### src/rtl/blmd_pkg.sv
// ----------------------------------------------------------------------------
// blmd_pkg
// Shared types, constants and decode helpers for the boot-latched memory
// decoder.
// ----------------------------------------------------------------------------
`default_nettype none

package blmd_pkg;

    localparam int ADDR_BITS       = 16;
    localparam int REG_STORE_WORDS = 32;
    localparam int DATA_BITS       = 8;
    localparam int CFG_BITS        = 16;
    localparam int CFG_IDX_BITS    = 2;

    localparam logic [ADDR_BITS-1:0] HIGH_BIT_MASK  = 16'h8000;
    localparam logic [7:0]           REG_PAGE       = 8'h8c;
    localparam logic [7:0]           ROM_FIRST_PAGE = 8'h80;
    localparam logic [DATA_BITS-1:0] UNDEF_BYTE     = 8'hff;

    // Reset values of the configuration registers
    localparam logic [2:0]           RST_RAM_CODE   = 3'd4;
    localparam logic [7:0]           RST_ROM_LAST   = 8'd135;
    localparam logic [3:0]           RST_PROTECT    = 4'd0;
    localparam logic [ADDR_BITS-1:0] RST_BOOT_LATCH = 16'h8000;

    typedef enum logic [1:0] {
        ACT_READ  = 2'd0,
        ACT_WRITE = 2'd1,
        ACT_LOAD  = 2'd2,
        ACT_NONE  = 2'd3
    } t_action;

    typedef enum logic [CFG_IDX_BITS-1:0] {
        CFG_RAM_SIZE_CODE = 2'd0,
        CFG_ROM_LAST_PAGE = 2'd1,
        CFG_PROTECT       = 2'd2,
        CFG_BOOT_LATCH    = 2'd3
    } t_cfg_index;

    typedef enum logic [1:0] {
        KIND_RAM,
        KIND_ROM,
        KIND_REG,
        KIND_UNDEF
    } t_kind;

    // Controller to datapath commands
    typedef struct packed {
        logic accept;    // transaction taken on the input side this cycle
        logic load_out;  // move the finished result into the output register
    } t_cmd;

    function automatic t_kind page_kind(input logic [ADDR_BITS-1:0] addr,
                                        input logic [2:0]           ram_code,
                                        input logic [7:0]           rom_last);
        logic [7:0] page;
        page = addr[15:8];
        if (page == REG_PAGE)
            return KIND_REG;
        if ({1'b0, page} < (9'd1 << ram_code))
            return KIND_RAM;
        if (page >= ROM_FIRST_PAGE && page <= rom_last)
            return KIND_ROM;
        return KIND_UNDEF;
    endfunction

    function automatic logic in_reg_store(input logic [ADDR_BITS-1:0] addr);
        return (addr[15:8] == REG_PAGE) && ({1'b0, addr[7:0]} < 9'(REG_STORE_WORDS));
    endfunction

endpackage

`default_nettype wire

### src/rtl/blmd_ctrl.sv
// ----------------------------------------------------------------------------
// blmd_ctrl
// Sequencer for the decoder: takes one transaction, waits for the memory
// read, and hands the result to the output register.
// ----------------------------------------------------------------------------
`default_nettype none

module blmd_ctrl
    import blmd_pkg::*;
(
    input  wire  i_clk,
    input  wire  i_rst_n,
    input  wire  i_valid,
    output logic o_stall,
    output logic o_valid,
    input  wire  i_stall,
    output t_cmd o_cmd
);

    typedef enum logic [1:0] {
        S_IDLE = 2'b01,
        S_BUSY = 2'b10
    } t_state;

    t_state r_state, n_state;
    logic   r_out_valid, n_out_valid;
    logic   out_free;

    assign out_free       = !r_out_valid || !i_stall;
    assign o_stall        = (r_state != S_IDLE);
    assign o_valid        = r_out_valid;
    assign o_cmd.accept   = (r_state == S_IDLE) && i_valid;
    assign o_cmd.load_out = (r_state == S_BUSY) && out_free;

    always_comb begin
        n_state     = r_state;
        n_out_valid = r_out_valid;
        if (r_out_valid && !i_stall)
            n_out_valid = 1'b0;
        unique case (r_state)
            S_IDLE: begin
                if (i_valid)
                    n_state = S_BUSY;
            end
            S_BUSY: begin
                // hold until the output register can take the result
                if (out_free) begin
                    n_out_valid = 1'b1;
                    n_state     = S_IDLE;
                end
            end
            default: begin
                n_state = S_IDLE;
            end
        endcase
    end

    always_ff @(posedge i_clk) begin
        if (!i_rst_n) begin
            r_state     <= S_IDLE;
            r_out_valid <= 1'b0;
        end else begin
            r_state     <= n_state;
            r_out_valid <= n_out_valid;
        end
    end

endmodule

`default_nettype wire

### config.mk
export PLATFORM = sky130hd
export DESIGN_NAME = blmd_ctrl
export DESIGN_NICKNAME = d
export VERILOG_FILES = /design/src/rtl/blmd_pkg.sv /design/src/rtl/blmd_ctrl.sv
export SDC_FILE = /design/constraint.sdc
export NUM_CORES = 1
export LEC_CHECK = 0
export BUFFER_PORTS_ARGS = -buffer_cell sky130_fd_sc_hd__clkbuf_2
export CAP_MARGIN = 5
export CELL_PAD_IN_SITES_DETAIL_PLACEMENT = 1
export CELL_PAD_IN_SITES_GLOBAL_PLACEMENT = 2
export CORE_AREA = 2 2 39 41
export DETAILED_ROUTE_END_ITERATION = 6
export DIE_AREA = 0 0 41 43
export PLACE_DENSITY_LB_ADDON = 0.1
export SYNTH_ARGS = -nofsm -noshare
export SYNTH_HDL_FRONTEND = slang
export SYNTH_SLANG_ARGS = --single-unit
### constraint.sdc
create_clock -name i_clk -period 0.9 [get_ports i_clk]
set_input_delay 0.09 -clock i_clk [delete_from_list [all_inputs] [get_ports i_clk]]
set_output_delay 0.09 -clock i_clk [all_outputs]
set_load 0.05 [all_outputs]
Word-level counts from Yosys, hierarchy flattened
Index checks and enable logic that the tools add are counted.

operators by class
  reduce and logical (&&, ||, !) cells = 7
  multiplexer cells = 6
  equal/unequal tests = 5

operators by type and width
  cell                                                                      count
  2-bit 2-to-1 mux                                                          2
  2-bit inequality test (second input constant)                             2
  2-bit case mux with 2 select lines                                        1
  1-bit logical AND                                                         3
  1-bit 2-to-1 mux                                                          3
  2-bit by 1-bit equality test with 1-bit output (second input constant)    1
  2-bit equality test (second input constant)                               1
  1-bit logical NOT                                                         2
  2-bit by 1-bit inequality test with 1-bit output (second input constant)  1
  2-bit AND reduction                                                       1
  1-bit logical OR                                                          1

storage, ports and cells
  logic and storage cells = 20
  register bits after elaboration = 3
  output and inout port bits = 4

Longest topological paths before layout
Gate-level depths: netlist (run 1).

  depth after elaboration = 5
  gate-level depth with buffers = 2
  mapped depth without buffers = 2

Least setup slack after synthesis (run 1)
Ideal clock, no wire load.

  path kind = reg2out
  start = register r_out_valid (netlist: o_valid)
  end = output port o_cmd[0] (netlist name)
  buffers on the path = 0
  arrival = 1318 ps
  path slack = -508 ps
  stages on the path, launching flop included = 2
  path through = dfxtp_1 > a21oi_1

RTL lines
  element                   RTL line         source
  start: declaration        blmd_ctrl.sv:26  logic r_out_valid, n_out_valid;
  start signal: assignment  blmd_ctrl.sv:64  r_out_valid <= n_out_valid;
  end: declaration          blmd_ctrl.sv:17  output t_cmd o_cmd

==> results of run 1 <==
==> power groups by stage <==
| stage | sequential [mW] | clock (mW) | combinational, mW |
|---|---|---|---|
| finish | 0.146 | 0.230 | 0.114 |
| global route | 0.147 | 0.259 | 0.119 |
| CTS | 0.146 | 0.243 | 0.111 |
| detailed placement | 0.146 | 0 | 0.0774 |
| global placement | 0.146 | 0 | 0.0778 |
| floorplan | 0.147 | 0 | 0.0499 |
==> what timing repair did <==
action | 4_1_cts | 5_1_grt
pin swaps | 0 | 0
hold endpoints to repair | 0 | 0
buffers inserted | 1 | 0
resized for setup | 11 | 2
setup endpoints to repair | 4 | 5
==> layout by cell type, fill, tap and decap left out, drive strengths merged <==
| cell type | synthesis | final |
|---|---|---|
| a21boi | 1 | 1 |
| a21oi | 1 | 1 |
| and3b | 1 | 1 |
| and4b | 1 | 1 |
| buf | 0 | 4 |
| clkbuf | 0 | 9 |
| dfxtp | 3 | 3 |
| nand2 | 1 | 1 |
| nand2b | 2 | 2 |
| o21a | 1 | 1 |
| o21ai | 1 | 1 |
==> final timing paths <==
path | cells after the start | slack, ns | endpoint | startpoint
worst max register to register | 3 | -0.09 | r_state[1] | r_state[1]
worst min register to register | 2 | 0.51 | o_valid | o_valid
worst max-delay path | 2 | -0.18 | o_cmd[1] | r_state[1]
worst min-delay path | 2 | 0.05 | r_state[0] | i_rst_n
==> kinds of logic (layout without fill, tap and decap cells) <==
logic type             count (synthesis)  in the layout
and+or+nand+nor                        5              5
AOI/OAI and AO/OA                      4              4
DFF                                    3              3
buffers and inverters                  0             13
==> synthesized netlist by cell type <==
library cell	instances
and3b_1	1
a21oi_1	1
dfxtp_1	3
nand2_1	1
a21boi_0	1
and4b_1	1
o21ai_1	1
nand2b_1	2
o21a_1	1
==> sequential cells by signal, indices dropped and copies added (netlist names) <==
| name | count |
|---|---|
| r_state | 2 |
| o_valid | 1 |
==> cell type report <==
class	instances	area [um^2]	area share, %
sequential	3	66.3	22.7
timing repair buffer	9	98.8	33.9
tap	16	20.0	6.87
clock buffer	4	26.3	9.01
multi-input combinational	9	80.1	27.5
==> layer usage <==
layer / part of all wire [%] / wire [um] / global-route usage, %
met1: 45 / 147 / 4.46
met2: 45 / 146 / 5.63
met3: 9.0 / 29 / 3.66
met4: 0 / 0 / 6.00
met5: 0 / 0 / 0
==> results.py, run 1 <==
metrics = {
    "status": {
        "status": "finished with violations",
        "violations": "negative setup slack",
    },
    "sta": {
        "period_share_pct": 120,
        "setup_slack_ns": -0.182,
        "period_needed_ns": 1.08,
        "max_freq_ghz": 0.925,
        "setup_viol": 4,
        "finalHoldViolCount": 0,
        "slew_viol_final": 0,
        "relSlewSlack_pct": 91.4,
        "rsz0062_at_grt": "true",
        "tightestPinTransition_ns": 0.127,
        "skew_ns": 0.00303,
        "whs_ns": 0.0549,
        "fin_tns_setup_ns": -0.532,
    },
    "worst_setup_path": {
        "path_cells": "and3b_2 > clkbuf_16",
        "crit_path_start_kind": "flip-flop",
        "criticalPathCategory": "reg2out",
        "crit_arrival_ns": 0.99,
        "critical_path.slowest_cell": "dfxtp_2",
        "crit_path_max_incr_delay_ns": 0.33,
        "worstPathRequired_ns": 0.81,
        "crit_family": "flip-flops",
        "worst-path-buf-inv": 1,
        "end_kind": "output port",
        "critPathMaxFanout": 4,
    },
    "power_and_ir_drop": {
        "switching_share_pct": 26.1,
        "intPower_mw": 0.362,
        "power_density_nw_per_um2": 1680,
        "comb_power_share_pct": 23.3,
        "power_frac_clock_pct": 46.9,
        "p_total_mw": 0.490,
        "seq_power_share_pct": 29.8,
        "p_switching_mw": 0.128,
        "peakVddDrop_v": 0.000505,
        "p_leak_nw": 0.130,
    },
    "placement": {
        "place_worst_setup_slack_ns": -0.0811,
        "gp_congestion": 0.585,
        "port_buffers": 7,
        "place_inst": 36,
        "placed_area_um2": 200,
    },
    "synthesis": {
        "synthDistinctLibCells": 9,
        "synth_area_per_cell_um2": 10.0,
        "synth_compound_area_share_pct": 20.8,
        "synth_top_family_by_area": "simple AND/OR/NAND/NOR gates",
        "synthAdderAreaFrac_pct": 0,
        "postSynthCellCount": 12,
        "post_synth_instance_area_um2": 120,
        "synth_xor_area_share_pct": 0,
        "syn_nets": 16,
        "synth_top_area_share_pct": 50.0,
        "yosysWarnings": 0,
        "synthSimpleGateAreaFrac_pct": 29.2,
        "synth_top_area_cell": "dfxtp_1",
        "synth_top_cells_by_area": "dfxtp_1 50%, nand2b_1 10%, and4b_1 8.3%",
        "synth_mux_area_share_pct": 0,
        "synth_seq_area_share_pct": 50.0,
        "ys_ff_latch": 3,
    },
    "floorplan": {
        "chipHeight_um": 43,
        "rows": 14,
        "fp.dieW_um": 41,
        "start_util_pct": 8.68,
        "design.core.area_um2": 1380,
        "dieArea_um2": 1760,
        "ioPinCount": 8,
    },
    "run": {
        "max-cap-violations": 0,
    },
    "min_path": {
        "min_path_type": "in2reg",
    },
    "final_layout": {
        "nets": 30,
        "utilization_pct": 21.1,
        "fillers": 169,
        "n_antenna_cell": 0,
        "stdcell_count": 41,
        "layout-drive-gt1-share_pct": 72.0,
        "area_growth_pct": 143,
        "fin_area_um2": 292,
    },
    "clocking": {
        "numCtsBuffers": 3,
        "cts_tree": "yes",
        "htree_levels": 1,
        "numClockSinks": 3,
        "cts_root_buf": "clkbuf_4",
        "clk_path_buf_depth": 2,
        "cts_hold_buf": 0,
        "clk_pin_slew_ns": 0.04,
        "clk_latency_ns": 0.23,
    },
    "route": {
        "drc": 0,
        "drt_iter0_markers": 3,
        "avgViaCountPerCell": 3.24,
        "ant_nets": 0,
        "vias": 133,
        "first_pass_iters": 2,
        "routed_wl_um": 324,
        "wire_per_inst_um": 7.90,
    },
    "global_route": {
        "grt_max_degree": 5,
        "antenna_found_initial": 0,
        "grtUsageTotal_pct": 4.80,
        "grt_pass1_wl_um": 503,
        "grt_overflow": 0,
        "first_global_vias": 142,
    },
}
(Power assumes the default switching activity.)
==> inputs of run 2 (changes only) <==
- clock period: 0.9 -> 1.05 ns (I/O delays scaled with it)
==> run 2 against run 1 <==
The run still ends with negative setup slack left. Critical path depth unchanged. Largest cell class is now multi-input gates. Power shrank 16%. Hold slack gained 0.024 ns. Critical path type unchanged. Die area did not move.
==> results.py, run 2 (synthesized netlist as in run 1, its figures left out) <==
metrics = {
    "status": {
        "status": "finished with violations",
        "violations": "negative setup slack",
    },
    "run": {
        "max-cap-violations": 0,
    },
    "placement": {
        "placed_area_um2": 181,
        "place_worst_setup_slack_ns": 0.0714,
        "port_buffers": 7,
        "dpl.hpwl_um": 285,
        "gp_congestion": 0.586,
    },
    "final_layout": {
        "nets": 29,
        "fin_area_um2": 258,
        "layout_commonest_cell": "clkbuf_2",
        "largest-register": "r_state",
        "layout-drive-gt1-share_pct": 70.8,
        "area_growth_pct": 115,
        "layout_common_cells": "4 x clkbuf_2, 3 x clkbuf_4, 2 x dfxtp_2, 2 x buf_8, 2 x buf_4",
        "largest_reg_flops": 2,
        "n_antenna_cell": 0,
    },
    "floorplan": {
        "ioPinCount": 8,
        "chipHeight_um": 43,
        "rows": 14,
        "dieArea_um2": 1760,
        "design.core.area_um2": 1380,
        "fp.dieW_um": 41,
        "start_util_pct": 8.68,
    },
    "power_and_ir_drop": {
        "p_switching_mw": 0.115,
        "p_leak_nw": 0.117,
        "peakVddDrop_v": 0.000204,
        "power_frac_clock_pct": 49.5,
        "intPower_mw": 0.298,
        "comb_power_share_pct": 19.7,
        "seq_power_share_pct": 30.8,
        "power_density_nw_per_um2": 1600,
        "switching_share_pct": 27.8,
    },
    "route": {
        "route.met3.wl_um": 23,
        "routed_wl_um": 363,
        "drt_iter0_markers": 2,
        "dr.max_layer_used": "met3",
        "drc": 0,
        "vias": 136,
        "wire_per_inst_um": 9.08,
        "wl_met2_um": 165,
        "first_pass_iters": 2,
        "avgViaCountPerCell": 3.40,
        "wl_met1_um": 174,
        "ant_nets": 0,
    },
    "sta": {
        "setup_viol": 2,
        "period_share_pct": 104,
        "whs_ns": 0.0784,
        "period_needed_ns": 1.09,
        "slew_viol_final": 0,
        "relSlewSlack_pct": 81.8,
        "max_freq_ghz": 0.914,
        "tightestPinTransition_ns": 0.275,
        "fin_tns_setup_ns": -0.0839,
        "skew_ns": 0.000149,
        "rsz0062_at_grt": "true",
        "finalHoldViolCount": 0,
        "setup_slack_ns": -0.0443,
    },
    "clocking": {
        "numClockSinks": 3,
        "numCtsBuffers": 3,
        "clk_latency_ns": 0.23,
        "cts_tree": "yes",
        "clk_pin_slew_ns": 0.04,
        "clk_path_buf_depth": 2,
        "htree_levels": 1,
        "cts_root_buf": "clkbuf_4",
    },
    "min_path": {
        "min_path_type": "in2reg",
    },
    "worst_setup_path": {
        "critical_path.slowest_cell": "dfxtp_4",
        "crit_path_start_kind": "flip-flop",
        "end_kind": "output port",
        "crit_family": "flip-flops",
        "worst-path-buf-inv": 1,
        "critPathMaxFanout": 4,
        "worstPathRequired_ns": 0.94,
        "crit_arrival_ns": 0.99,
        "crit_path_max_incr_delay_ns": 0.35,
        "r2r_setup_slack_ns": 0.05,
        "path_cells": "and3b_2 > buf_8",
        "criticalPathCategory": "reg2out",
    },
    "global_route": {
        "antenna_found_initial": 0,
        "first_global_vias": 166,
        "grtUsageTotal_pct": 6.01,
        "grt_max_degree": 5,
        "grt_overflow": 0,
        "grt_pass1_wl_um": 669,
    },
}
run 2: cell types whose count changed in the layout (fill, tap and decap cells not counted), sizes merged:
cell,change
clkbuf,-1
run 2: final timing paths:
check,startpoint,endpoint,cells after the start
max reg2reg,r_state[1],r_state[1],3
max,r_state[1],o_cmd[1],2
min reg2reg,o_valid,o_valid,2
min,i_rst_n,r_state[0],2
run 2: area by class of cell:
cell class / instances / area, um^2
tap: 16 / 20.0
clock buffer: 4 / 26.3
sequential: 3 / 66.3
multi-input combinational: 9 / 80.1
timing repair buffer: 8 / 65.1
fill: 167 / 1130
run 2: stage by stage:
stage,util [%],std cells,total power [mW]
final,18.6,40,0.412
after global routing,18.6,40,0.443
after CTS,17.9,40,0.427
after detailed placement,13.1,35,0.190
after global placement,13.1,35,0.190
after floorplan,-,12,0.170
run 2: metal layers:
layer	GRT usage (%)	vias to the layer above
li1	-	67
met1	7.67	64
met2	6.56	5
met3	1.57	0
met4	8.00	0
met5	0	-
run 2: timing repair:
item / CTS / global route
buffers inserted: 1 / 0
resized for setup: 9 / 4
hold buffers: 0 / 0
endpoints found under the hold margin: 0 / 0
setup endpoints to repair: 3 / 3
run 2: worst register-to-register path, delay by kind of cell, from the launching register on:
kind / cells / cell delay (ns)
AOI/OAI and AO/OA: 1 / 0.16
and+or+nand+nor: 1 / 0.23
buffers and inverters: 1 / 0.14
DFF: 1 / 0.36
run 2: power by group through the flow:
stage | Sequential (mW) | Clock (mW) | Combinational, mW
global placement | 0.128 | 0 | 0.0619
finish | 0.127 | 0.204 | 0.0812
detailed placement | 0.127 | 0 | 0.0623
floorplan | 0.128 | 0 | 0.0424
CTS | 0.127 | 0.223 | 0.0773
global route | 0.129 | 0.229 | 0.0857
